### src/rtl/bssd_pkg.sv
// Shared types, codes and reset constants of the bell swing strike detector.
`default_nettype none

package bssd_pkg;

  // Field and register widths
  localparam int CFG_W          = 16;
  localparam int SAMPLE_W       = 16;
  localparam int CFG_IDX_W      = 3;
  localparam int TIMER_BITS_DEF = 16;

  // Register reset values
  localparam logic signed [CFG_W-1:0] HAND_THR_RST   = 16'sd11469;
  localparam logic signed [CFG_W-1:0] BACK_THR_RST   = -16'sd9012;
  localparam logic        [CFG_W-1:0] DEBOUNCE_RST   = 16'd100;
  localparam logic        [CFG_W-1:0] LOCKOUT_RST    = 16'd25;
  localparam logic        [CFG_W-1:0] RING_SPACE_RST = 16'd300;

  // Timer slots
  localparam int TMR_MODE   = 0;
  localparam int TMR_STRIKE = 1;
  localparam int TMR_RING   = 2;
  localparam int TMR_BLACK  = 3;
  localparam int TMR_RED    = 4;
  localparam int NUM_TMR    = 5;

  typedef enum logic [1:0] {
    MODE_NONE,
    MODE_LEFT,
    MODE_RIGHT,
    MODE_JOY
  } mode_t;

  typedef enum logic [1:0] {
    RING_NONE,
    RING_LEFT,
    RING_RIGHT
  } ring_t;

  typedef enum logic [CFG_IDX_W-1:0] {
    CFG_HAND_THR,
    CFG_BACK_THR,
    CFG_DEBOUNCE,
    CFG_LOCKOUT,
    CFG_RING_SPACE
  } cfg_idx_t;

  typedef struct packed {
    logic signed [CFG_W-1:0] hand_thr;
    logic signed [CFG_W-1:0] back_thr;
    logic        [CFG_W-1:0] debounce;
    logic        [CFG_W-1:0] lockout;
    logic        [CFG_W-1:0] ring_space;
  } cfg_t;

  typedef struct packed {
    logic                       left_toggle_n;
    logic                       right_toggle_n;
    logic                       black_button_n;
    logic                       red_button_n;
    logic                       sample_valid;
    logic signed [SAMPLE_W-1:0] accel_sample;
  } in_item_t;

  typedef struct packed {
    mode_t                      mode;
    ring_t                      ring_event;
    logic                       black_press;
    logic                       red_press;
    logic                       joy_valid;
    logic signed [SAMPLE_W-1:0] joy_axis;
  } result_t;

endpackage

`default_nettype wire

### src/rtl/bell_swing_strike_detector_core.sv
// Top level of the bell swing strike detector: stream ports, register bank, tick logic.
// Each accepted result is registered in the result register, or first in the skid entry.
// Throughput: one transaction per cycle while in_tready is high; the tick update is a single
// pass of compares and counter steps between the state registers and the result register.
// A one-entry skid behind the result register keeps in_tready high until it fills on a stall.
// Reset: synchronous, active low; clears all state and timers and restores register
// defaults.
`default_nettype none

module bell_swing_strike_detector_core import bssd_pkg::*; #(
  parameter int TIMER_BITS = TIMER_BITS_DEF
) (
  input  wire logic                 clk,
  input  wire logic                 rst_n,
  // Input stream
  input  wire logic                 in_tvalid,
  output logic                      in_tready,
  // [0] left_toggle_n, [1] right_toggle_n, [2] black_button_n, [3] red_button_n,
  // [19:4] accel_sample, [23:20] zero
  input  wire logic [23:0]          in_tdata,
  // [0] sample_valid
  input  wire logic                 in_tuser,
  // Result stream
  output logic                      out_tvalid,
  input  wire logic                 out_tready,
  // [1:0] mode, [3:2] ring_event, [4] black_press, [5] red_press,
  // [21:6] joy_axis, [23:22] zero
  output logic [23:0]               out_tdata,
  // [0] joy_valid
  output logic                      out_tuser,
  // Configuration write channel
  input  wire logic                 cfg_valid,
  output logic                      cfg_ready,
  input  wire logic [CFG_IDX_W-1:0] cfg_index,
  input  wire logic [CFG_W-1:0]     cfg_data
);

  cfg_t     cfg_r;
  in_item_t item;
  result_t  tick_res;
  result_t  out_res;
  logic     item_en;

  // Register bank, written by index
  assign cfg_ready = 1'b1;

  always_ff @(posedge clk) begin
    if (!rst_n) begin
      cfg_r.hand_thr   <= HAND_THR_RST;
      cfg_r.back_thr   <= BACK_THR_RST;
      cfg_r.debounce   <= DEBOUNCE_RST;
      cfg_r.lockout    <= LOCKOUT_RST;
      cfg_r.ring_space <= RING_SPACE_RST;
    end else if (cfg_valid && cfg_ready) begin
      unique case (cfg_idx_t'(cfg_index))
        CFG_HAND_THR:   cfg_r.hand_thr   <= cfg_data;
        CFG_BACK_THR:   cfg_r.back_thr   <= cfg_data;
        CFG_DEBOUNCE:   cfg_r.debounce   <= cfg_data;
        CFG_LOCKOUT:    cfg_r.lockout    <= cfg_data;
        CFG_RING_SPACE: cfg_r.ring_space <= cfg_data;
        default: ;
      endcase
    end
  end

  // Unpack the input transaction
  assign item.left_toggle_n  = in_tdata[0];
  assign item.right_toggle_n = in_tdata[1];
  assign item.black_button_n = in_tdata[2];
  assign item.red_button_n   = in_tdata[3];
  assign item.accel_sample   = in_tdata[19:4];
  assign item.sample_valid   = in_tuser;

  assign item_en = in_tvalid && in_tready;

  bssd_tick #(
    .TIMER_BITS (TIMER_BITS)
  ) u_tick (
    .clk     (clk),
    .rst_n   (rst_n),
    .item_en (item_en),
    .item    (item),
    .cfg     (cfg_r),
    .res     (tick_res)
  );

  bssd_outbuf u_outbuf (
    .clk       (clk),
    .rst_n     (rst_n),
    .push      (item_en),
    .push_data (tick_res),
    .can_push  (in_tready),
    .out_vld   (out_tvalid),
    .out_data  (out_res),
    .out_rdy   (out_tready)
  );

  // Pack the result transaction
  assign out_tdata = {2'b00, out_res.joy_axis, out_res.red_press, out_res.black_press,
                      out_res.ring_event, out_res.mode};
  assign out_tuser = out_res.joy_valid;

endmodule

`default_nettype wire

### src/rtl/bssd_tick.sv
// Per-tick state update: mode debounce, stroke detection, ring queue, buttons and joystick pass-through.
`default_nettype none

module bssd_tick import bssd_pkg::*; #(
  parameter int TIMER_BITS = TIMER_BITS_DEF
) (
  input  wire logic     clk,
  input  wire logic     rst_n,
  input  wire logic     item_en,
  input  wire in_item_t item,
  input  wire cfg_t     cfg,
  output result_t       res
);

  localparam int CMP_W = (TIMER_BITS > CFG_W) ? TIMER_BITS : CFG_W;

  // State
  mode_t                 accepted_mode_r, accepted_mode_nxt;
  logic                  bell_at_hand_r, bell_at_hand_nxt;
  logic [1:0]            pending_rings_r, pending_rings_nxt;
  logic                  black_held_r, black_held_nxt;
  logic                  red_held_r, red_held_nxt;
  logic [TIMER_BITS-1:0] tmr_r   [NUM_TMR];
  logic [TIMER_BITS-1:0] tmr_nxt [NUM_TMR];

  logic [CFG_W-1:0]   lim  [NUM_TMR];
  logic [NUM_TMR-1:0] over;
  logic [NUM_TMR-1:0] clr;

  mode_t      now_mode;
  logic       active;
  logic       stroke_back, stroke_hand, stroke;
  logic [1:0] pend_stroke;
  logic       ring;

  // Limit for each timer and the start-of-tick compare
  always_comb begin
    lim[TMR_MODE]   = cfg.debounce;
    lim[TMR_STRIKE] = cfg.lockout;
    lim[TMR_RING]   = cfg.ring_space;
    lim[TMR_BLACK]  = cfg.debounce;
    lim[TMR_RED]    = cfg.debounce;
    for (int i = 0; i < NUM_TMR; i++) begin
      over[i] = CMP_W'(tmr_r[i]) > CMP_W'(lim[i]);
    end
  end

  // Decode the toggle position
  always_comb begin
    if (!item.left_toggle_n) begin
      now_mode = MODE_LEFT;
    end else if (!item.right_toggle_n) begin
      now_mode = MODE_RIGHT;
    end else begin
      now_mode = MODE_JOY;
    end
  end

  // Main tick update
  always_comb begin
    clr               = '0;
    accepted_mode_nxt = accepted_mode_r;
    bell_at_hand_nxt  = bell_at_hand_r;
    black_held_nxt    = black_held_r;
    red_held_nxt      = red_held_r;
    res               = '0;

    // Accept a mode change once it has outlasted the debounce time
    if (now_mode != accepted_mode_r) begin
      if (over[TMR_MODE]) begin
        accepted_mode_nxt = now_mode;
      end
    end else begin
      clr[TMR_MODE] = 1'b1;
    end
    active = accepted_mode_nxt != MODE_NONE;

    // Stroke detection with hysteresis and lockout
    stroke_back = bell_at_hand_r && (item.accel_sample <= cfg.back_thr);
    stroke_hand = !bell_at_hand_r && (item.accel_sample >= cfg.hand_thr);
    stroke      = active && item.sample_valid && (accepted_mode_nxt != MODE_JOY) &&
                  over[TMR_STRIKE] && (stroke_back || stroke_hand);
    if (stroke) begin
      clr[TMR_STRIKE]  = 1'b1;
      bell_at_hand_nxt = !bell_at_hand_r;
    end
    pend_stroke = (stroke && pending_rings_r != 2'd3) ? pending_rings_r + 2'd1
                                                      : pending_rings_r;

    // Joystick pass-through
    if (active && item.sample_valid && accepted_mode_nxt == MODE_JOY) begin
      res.joy_valid = 1'b1;
      res.joy_axis  = item.accel_sample;
    end

    // Release one queued ring, keep at most one behind it
    ring = active && (pend_stroke != 2'd0) && over[TMR_RING];
    if (ring) begin
      clr[TMR_RING]     = 1'b1;
      pending_rings_nxt = (pend_stroke >= 2'd2) ? 2'd1 : pend_stroke - 2'd1;
      unique case (accepted_mode_nxt)
        MODE_LEFT:  res.ring_event = RING_LEFT;
        MODE_RIGHT: res.ring_event = RING_RIGHT;
        default:    res.ring_event = RING_NONE;
      endcase
    end else begin
      pending_rings_nxt = pend_stroke;
    end

    // Buttons: one press per hold, locked out by the debounce time
    if (active) begin
      if (!item.black_button_n) begin
        if (!black_held_r && over[TMR_BLACK]) begin
          black_held_nxt  = 1'b1;
          res.black_press = 1'b1;
          clr[TMR_BLACK]  = 1'b1;
        end
      end else begin
        black_held_nxt = 1'b0;
      end
      if (!item.red_button_n) begin
        if (!red_held_r && over[TMR_RED]) begin
          red_held_nxt  = 1'b1;
          res.red_press = 1'b1;
          clr[TMR_RED]  = 1'b1;
        end
      end else begin
        red_held_nxt = 1'b0;
      end
    end

    res.mode = accepted_mode_nxt;

    // Advance the timers, saturating at all ones
    for (int i = 0; i < NUM_TMR; i++) begin
      if (clr[i]) begin
        tmr_nxt[i] = '0;
      end else if (&tmr_r[i]) begin
        tmr_nxt[i] = tmr_r[i];
      end else begin
        tmr_nxt[i] = tmr_r[i] + TIMER_BITS'(1);
      end
    end
  end

  // Commit the state on each accepted transaction
  always_ff @(posedge clk) begin
    if (!rst_n) begin
      accepted_mode_r <= MODE_NONE;
      bell_at_hand_r  <= 1'b0;
      pending_rings_r <= 2'd0;
      black_held_r    <= 1'b0;
      red_held_r      <= 1'b0;
      for (int i = 0; i < NUM_TMR; i++) begin
        tmr_r[i] <= '0;
      end
    end else if (item_en) begin
      accepted_mode_r <= accepted_mode_nxt;
      bell_at_hand_r  <= bell_at_hand_nxt;
      pending_rings_r <= pending_rings_nxt;
      black_held_r    <= black_held_nxt;
      red_held_r      <= red_held_nxt;
      for (int i = 0; i < NUM_TMR; i++) begin
        tmr_r[i] <= tmr_nxt[i];
      end
    end
  end

  // Once a mode is accepted the block never falls back to none
  a_mode_sticky: assert property (@(posedge clk) disable iff (!rst_n)
    accepted_mode_r != MODE_NONE |=> accepted_mode_r != MODE_NONE)
    else $error("accepted mode returned to none");

  // A ring restarts the spacing timer
  a_ring_clears: assert property (@(posedge clk) disable iff (!rst_n)
    item_en && res.ring_event != RING_NONE |=> tmr_r[TMR_RING] == '0)
    else $error("ring timer not cleared after a ring");

  // A press marks the button as held
  a_black_held: assert property (@(posedge clk) disable iff (!rst_n)
    item_en && res.black_press |=> black_held_r)
    else $error("black button not held after a press");

  // Nothing but the mode leaves the block before a mode is accepted
  a_quiet_none: assert property (@(posedge clk) disable iff (!rst_n)
    res.mode == MODE_NONE |-> res.ring_event == RING_NONE && !res.joy_valid &&
                              !res.black_press && !res.red_press)
    else $error("event issued with no accepted mode");

endmodule

`default_nettype wire

### src/rtl/bssd_outbuf.sv
// Result register with one skid entry, so input acceptance survives a stalled output.
`default_nettype none

module bssd_outbuf import bssd_pkg::*; (
  input  wire logic    clk,
  input  wire logic    rst_n,
  input  wire logic    push,
  input  wire result_t push_data,
  output logic         can_push,
  output logic         out_vld,
  output result_t      out_data,
  input  wire logic    out_rdy
);

  logic    out_vld_r, out_vld_nxt;
  logic    skid_vld_r, skid_vld_nxt;
  result_t out_r, out_nxt;
  result_t skid_r, skid_nxt;
  logic    pop;

  assign pop      = out_vld_r && out_rdy;
  assign can_push = !skid_vld_r;
  assign out_vld  = out_vld_r;
  assign out_data = out_r;

  // Refill the output slot from the skid entry first, then from new data
  always_comb begin
    out_vld_nxt  = out_vld_r;
    skid_vld_nxt = skid_vld_r;
    out_nxt      = out_r;
    skid_nxt     = skid_r;
    if (!out_vld_r || pop) begin
      if (skid_vld_r) begin
        out_nxt      = skid_r;
        out_vld_nxt  = 1'b1;
        skid_vld_nxt = 1'b0;
      end else if (push) begin
        out_nxt     = push_data;
        out_vld_nxt = 1'b1;
      end else begin
        out_vld_nxt = 1'b0;
      end
    end else if (push) begin
      skid_nxt     = push_data;
      skid_vld_nxt = 1'b1;
    end
  end

  always_ff @(posedge clk) begin
    if (!rst_n) begin
      out_vld_r  <= 1'b0;
      skid_vld_r <= 1'b0;
    end else begin
      out_vld_r  <= out_vld_nxt;
      skid_vld_r <= skid_vld_nxt;
    end
  end

  always_ff @(posedge clk) begin
    out_r  <= out_nxt;
    skid_r <= skid_nxt;
  end

  // The skid entry only fills behind a waiting result
  a_skid_behind: assert property (@(posedge clk) disable iff (!rst_n)
    skid_vld_r |-> out_vld_r)
    else $error("skid entry valid with empty output slot");

  // A push never arrives while both entries are occupied
  a_no_overflow: assert property (@(posedge clk) disable iff (!rst_n)
    push |-> !skid_vld_r)
    else $error("push into a full result buffer");

  // A full buffer with a stalled output keeps its skid entry
  a_skid_hold: assert property (@(posedge clk) disable iff (!rst_n)
    skid_vld_r && !out_rdy |=> skid_vld_r)
    else $error("skid entry lost while output stalled");

endmodule

`default_nettype wire
### config.mk
export PLATFORM = sky130hd
export DESIGN_NAME = bell_swing_strike_detector_core
export DESIGN_NICKNAME = d
export VERILOG_FILES = /design/src/rtl/bssd_pkg.sv /design/src/rtl/bell_swing_strike_detector_core.sv /design/src/rtl/bssd_tick.sv /design/src/rtl/bssd_outbuf.sv
export SDC_FILE = /design/constraint.sdc
export NUM_CORES = 1
export LEC_CHECK = 0
export BUFFER_PORTS_ARGS = -buffer_cell sky130_fd_sc_hd__buf_2
export CORE_MARGIN = 3
export CORE_UTILIZATION = 63
export CTS_BUF_LIST = sky130_fd_sc_hd__clkbuf_4
export CTS_CLUSTER_DIAMETER = 80
export DETAILED_ROUTE_END_ITERATION = 7
export GPL_TIMING_DRIVEN = 0
export PLACE_DENSITY = 0.82
export SLEW_MARGIN = 20
export SYNTH_ARGS = -nofsm -noshare
export SYNTH_HDL_FRONTEND = slang
export SYNTH_SLANG_ARGS = --single-unit
### constraint.sdc
create_clock -name clk -period 5.2 [get_ports clk]
set_clock_uncertainty 0.15 [all_clocks]
set_input_delay 1.56 -clock clk [delete_from_list [all_inputs] [get_ports clk]]
set_output_delay 1.56 -clock clk [all_outputs]
set_load 0.02 [all_outputs]
# --- Yosys cells after proc, flatten, opt, wreduce, memory -nomap -nowiden ---
# Memory sizes are Yosys's and may differ from the RTL's.
# Cells that the tools add are included.
word_totals:
  ff_bits: 135
  latch_bits: 0
  ramBits: 80
  romBits: 0
  input_bits: 49
  out_inout_bits: 28
  wordCells: 144
  mem_count: 1
classes:
  n_addsub: 7
  multipliers: 0
  div_mod_pow: 0
  n_lt_le_gt_ge: 8
  n_eq_ne: 10
  shifts: 0
  mux: 44
  bitwise_logic: 7
  n_reduce_logical: 43
mem_list:
  columns: ["name", "words", "width", "rd", "rd_clocked_by_memory_dff", "write_ports", "line", "text"]
  rows:
  - ["u_tick.tmr_r", 5, 16, 5, 0, 5, "bssd_tick.sv:23", "logic [TIMER_BITS-1:0] tmr_r [NUM_TMR];"]
op_table:
  columns: ["cell", "count"]
  rows:
  - ["$mux W16", 15]
  - ["$add A16 B1 Y16 const B", 5]
  - ["$gt A16 B16 Y1", 5]
  - ["$reduce_and A16 Y1", 5]
  - ["$mux W23", 2]
  - ["$mux W2", 9]
  - ["$mux W17", 1]
  - ["$ge A16 B16 Y1", 1]
  - ["$le A16 B16 Y1", 1]
  - ["$mux W1", 16]
  - ["$reduce_and A2 Y1", 8]
  - ["$logic_and A1 B1 Y1", 14]
  - ["$reduce_bool A2 Y1", 5]
  - ["$eq A3 B2 Y1 const B", 2]
  - ["$reduce_and A3 Y1", 2]
  - ["$logic_not A1 Y1", 5]
  - ["$or A1 B1 Y1", 5]
  - ["$eq A2 B2 Y1 const B", 2]
  - ["$ne A2 B2 Y1 const B", 2]
  - ["$pmux W2 S2", 1]
  - ["$eq A3 B1 Y1 const B", 1]
  - ["$eq A3 B3 Y1 const B", 1]
  - ["$logic_not A3 Y1", 1]
  - ["$add A2 B1 Y2 const B", 1]
  - ["other kinds (7)", 9]

# --- Longest topological paths before layout ---
logic_depth:
  ltp_word: 17
  ltp_mapped: 13
  mapped_depth_nobuf: 12

# --- By module ---
# From an unflattened synthesis, not the netlist that was laid out.
unflattened:
  cells_unflattened: 1226
  area_unflattened_um2: 12583.3
modules_own_cells:
  columns: ["mod", "instances", "cells_per_inst", "area_per_inst_um2", "seq_area_each_um2"]
  rows:
  - ["bssd_tick", 1, 837, 7581.0, 2542.4]
  - ["bell_swing_strike_detector_core", 1, 308, 3161.8, 1601.5]
  - ["bssd_outbuf", 1, 81, 1840.5, 1421.4]

# --- Worst setup path after synthesis ---
# Ideal clock, no wire load.
synth_path:
  kind: "input to register"
  start: "in in_tdata[18]"
  end: "mem u_tick.tmr_r[0][16] in the netlist's numbering, enable pin"
  setup_time_ns: 0.411
  t_arrival_ns: 4.030
  required_ns: 4.639
  setup_slack_ns: 0.608
  cell_stages: 9
  path_buffers: 0
  path_cell_list: "ha_1 and4_1 and3_1 a21oi_1 nand3_1 nand4_1 nand4bb_1 nor3b_1 o21ai_0"
synth_lines:
  columns: ["element", "line", "text"]
  rows:
  - ["from (decl)", "bell_swing_strike_detector_core.sv:20", "input wire logic [23:0] in_tdata,"]
  - ["to (decl)", "bssd_tick.sv:23", null]

==> impl_metrics.xml <==
<?xml version="1.0" encoding="UTF-8"?>
<metrics>
  <group name="status">
    <metric name="run_status" unit="">complete, no violations</metric>
  </group>
  <group name="synth">
    <metric name="syn-mean-instance-area" unit="µm²">9.28</metric>
    <metric name="yosys_register_bits" unit="">215</metric>
    <metric name="sequential_share_of_the_synthesized_area" unit="%">45.6</metric>
    <metric name="ys_top_cells_by_area" unit="">edfxtp_1, dfxtp_1, ha_1, nand2_1, nor2_1</metric>
    <metric name="netlist-cell-type-count" unit="">62</metric>
    <metric name="ys.flop_type" unit="">edfxtp_1</metric>
    <metric name="synth.largest_area_cell" unit="">edfxtp_1</metric>
    <metric name="netlist_area" unit="µm²">12200</metric>
    <metric name="syn-instance-count" unit="">1315</metric>
    <metric name="yosysTopAreaCellShare" unit="%">31.0</metric>
    <metric name="yosys_warnings" unit="">0</metric>
    <metric name="synth_edf_count" unit="">126</metric>
    <metric name="fraction_of_synthesis_flops_using_an_asynchronous_set_or_reset_pin" unit="%">0</metric>
  </group>
  <group name="cts">
    <metric name="cts.repair.resized" unit="">0</metric>
    <metric name="cts-buffers-inserted" unit="">57</metric>
    <metric name="clkSinkCount" unit="">215</metric>
    <metric name="clock_insertion_delay_worst_skew" unit="ns">0.71</metric>
    <metric name="cts.reportedPaths.clkPinSlew" unit="ns">0.06</metric>
    <metric name="clockRootBuffer" unit="">clkbuf_4</metric>
    <metric name="depth_of_the_cts_h_tree" unit="">2</metric>
    <metric name="ctsHoldBuffers" unit="">0</metric>
    <metric name="clock_tree.buffer_depth" unit="">3</metric>
    <metric name="cts.repair_timing.setup_buffer_count" unit="">0</metric>
    <metric name="clock_tree_from_tritoncts" unit="">yes</metric>
  </group>
  <group name="routing">
    <metric name="routed_wire_length_per_instance" unit="µm">17.6</metric>
    <metric name="remaining_drc_errors" unit="">0</metric>
    <metric name="detail_route.iter0.violations" unit="">793</metric>
    <metric name="vias" unit="">10344</metric>
    <metric name="drt.antenna.violating_nets" unit="">0</metric>
    <metric name="totalWireLength" unit="µm">30900</metric>
    <metric name="firstDrtPassIters" unit="">5</metric>
    <metric name="avgViaCountPerCell" unit="">5.89</metric>
  </group>
  <group name="critical_path">
    <metric name="worstPathMaxFanout" unit="">16</metric>
    <metric name="crit_type" unit="">input pin to flip-flop</metric>
    <metric name="crit_required" unit="ns">5.35</metric>
    <metric name="flop2flop_setup_slack" unit="ns">1.65</metric>
    <metric name="critical_path_arrival" unit="ns">4.15</metric>
    <metric name="critPathCaptureType" unit="">flip-flop</metric>
    <metric name="kind_of_start_point_of_the_critical_path" unit="">input pin</metric>
  </group>
  <group name="timing">
    <metric name="setup_slack" unit="ns">1.20</metric>
    <metric name="finalSetupViolations" unit="">0</metric>
    <metric name="setup_tns" unit="ns">0</metric>
    <metric name="timing_max_transition_violations_final" unit="">0</metric>
    <metric name="final_hold_viol_count" unit="">0</metric>
    <metric name="post-route-period-util" unit="%">76.9</metric>
    <metric name="grt_setup_unrepaired" unit="">false</metric>
    <metric name="tightestPinTransition" unit="ns">0.972</metric>
    <metric name="timing.final.crit_period" unit="ns">4.00</metric>
    <metric name="achievable-frequency" unit="MHz">250</metric>
    <metric name="maxSlewHeadroom" unit="%">35.2</metric>
  </group>
  <group name="global_route">
    <metric name="gr-usage-all-layers" unit="%">28.8</metric>
    <metric name="wire_length_of_the_first_global_routing_pass" unit="µm">49900</metric>
    <metric name="grt_pass1_vias" unit="">9979</metric>
    <metric name="globalRouteOverflowTotal" unit="">0</metric>
    <metric name="maximum_number_of_pins_on_one_net_before_global_route_repair" unit="">24</metric>
    <metric name="antenna_found_initial" unit="">1</metric>
  </group>
  <group name="flow_run">
    <metric name="drv_cap" unit="">0</metric>
  </group>
  <group name="layout">
    <metric name="flow.area_growth_from_synthesis" unit="%">12.5</metric>
    <metric name="multi_input_gate_area" unit="µm²">6000</metric>
    <metric name="layout_common_cells" unit="">nand2_1, edfxtp_1, nor2_1</metric>
    <metric name="post_route_cells_drive_above_1_share" unit="%">13.9</metric>
    <metric name="layout.cell_area.non_filler" unit="µm²">13700</metric>
    <metric name="final-seq-area" unit="µm²">5570</metric>
    <metric name="fillers" unit="">1388</metric>
    <metric name="utilization" unit="%">72.6</metric>
    <metric name="final_common_cell" unit="">nand2_1</metric>
    <metric name="nNetsFinal" unit="">1616</metric>
  </group>
  <group name="die">
    <metric name="std_cell_rows" unit="">50</metric>
    <metric name="die-area" unit="µm²">21100</metric>
    <metric name="start_util" unit="%">64.6</metric>
    <metric name="die_w" unit="µm">145</metric>
    <metric name="dieHeight" unit="µm">145</metric>
    <metric name="design.portCount" unit="">77</metric>
    <metric name="placeableCoreArea" unit="µm²">18900</metric>
  </group>
  <group name="placement">
    <metric name="place.port_buffers" unit="">68</metric>
    <metric name="placed_area" unit="µm²">13000</metric>
    <metric name="place_congestion" unit="">0.934</metric>
    <metric name="detailed_place_hpwl" unit="µm">22300</metric>
    <metric name="dpl_worst_slack" unit="ns">0.591</metric>
  </group>
  <group name="hold_path">
    <metric name="worst_hold_path_type" unit="">flip-flop to flip-flop</metric>
  </group>
  <group name="pwr">
    <metric name="power.static_leakage" unit="nW">5.50</metric>
    <metric name="power_density" unit="nW/µm²">302</metric>
    <metric name="vdd_drop_max" unit="mV">0.143</metric>
  </group>
</metrics>
-- metal layers --
| metal | global-route usage [%] | up-vias | part of all wire [%] |
|---|---|---|---|
| li1 | - | 4920 | - |
| met1 | 37.8 | 4874 | 40 |
| met2 | 47.4 | 455 | 47 |
| met3 | 5.28 | 95 | 8.3 |
| met4 | 12.1 | 0 | 3.8 |
| met5 | 0 | - | 0 |
-- synth_stat cells, types with 4 or more instances --
cell type,instances
nand2_1,218
edfxtp_1,126
nor2_1,125
ha_1,118
inv_1,117
dfxtp_1,89
a21oi_1,88
clkbuf_1,40
nand3_1,38
xor2_1,36
nand4_1,33
xnor2_1,33
o211ai_1,30
o21ai_0,29
and3_1,23
a211oi_1,18
o31ai_1,16
a21o_1,12
nor3_1,11
a211oi_2,10
o21a_1,9
buf_2,8
nor2b_1,8
nand2b_1,7
and4_1,6
a31oi_1,4
mux2_2,4
nor4_1,4
or2_2,4
-- critical path, cell delays in order --
cell	delay (ns)
clkbuf_1	0.46
inv_2	0.23
nor2_1	0.75
o311ai_2	0.45
nor4_1	0.46
a21oi_2	0.23
-- layout make-up --
cell class	instances	share of cell area, %
Inverter	118	3.23
Antenna cell	1	0.0182
Sequential cell	215	40.5
Buffer	52	1.63
Clock inverter	17	0.693
Clock buffer	89	4.87
Tap cell	260	2.37
Multi-Input combinational cell	931	43.7
Timing Repair Buffer	74	2.92
-- worst paths after layout --
check                 startpoint             endpoint  cells past startpoint
max reg2reg  u_tick.tmr_r[0][30]  u_tick.tmr_r[0][25]                      9
min reg2reg            cfg_r[29]            cfg_r[29]                      2
min                    cfg_r[29]            cfg_r[29]                      2
max                        rst_n  u_tick.tmr_r[0][10]                      6
-- cells by family after synthesis --
kind of cell	share of synthesized area, %
other	0.0615
buffers and inverters	5.47
xor gates and xnor gates	4.95
and+or+nand+nor	18.3
adders and majority gates	12.1
AOI/OAI and AO/OA	12.8
muxes	0.738
DFF	45.6
-- stage by stage --
stage	hold WS (ns)	instances	power (mW)
6_report	0.307	1757	4.15
5_1_grt	0.326	1757	4.33
4_1_cts	0.306	1756	4.15
3_5_place_dp	0.297	1650	2.63
3_3_place_gp	0.292	1644	2.60
2_1_floorplan	0.286	1316	2.42
-- power by group --
part,leakage (nW),internal [mW],switching (mW)
combinational,3.01,0.227,0.391
clock,0.450,0.825,0.720
sequential,2.03,1.91,0.0815
-- sequential cells by signal, summed over array words and instances, names as in the netlist --
register / count
u_tick.pending_rings_r: 2
u_outbuf.out_data: 23
u_outbuf.out_vld: 1
u_outbuf.skid_r: 23
u_tick.tmr_r: 80
u_tick.bell_at_hand_r: 1
u_tick.accepted_mode_r: 2
u_tick.black_held_r: 1
u_tick.red_held_r: 1
u_outbuf.skid_vld_r: 1
cfg_r: 80
No activity file was read; power rests on OpenSTA's default activity.
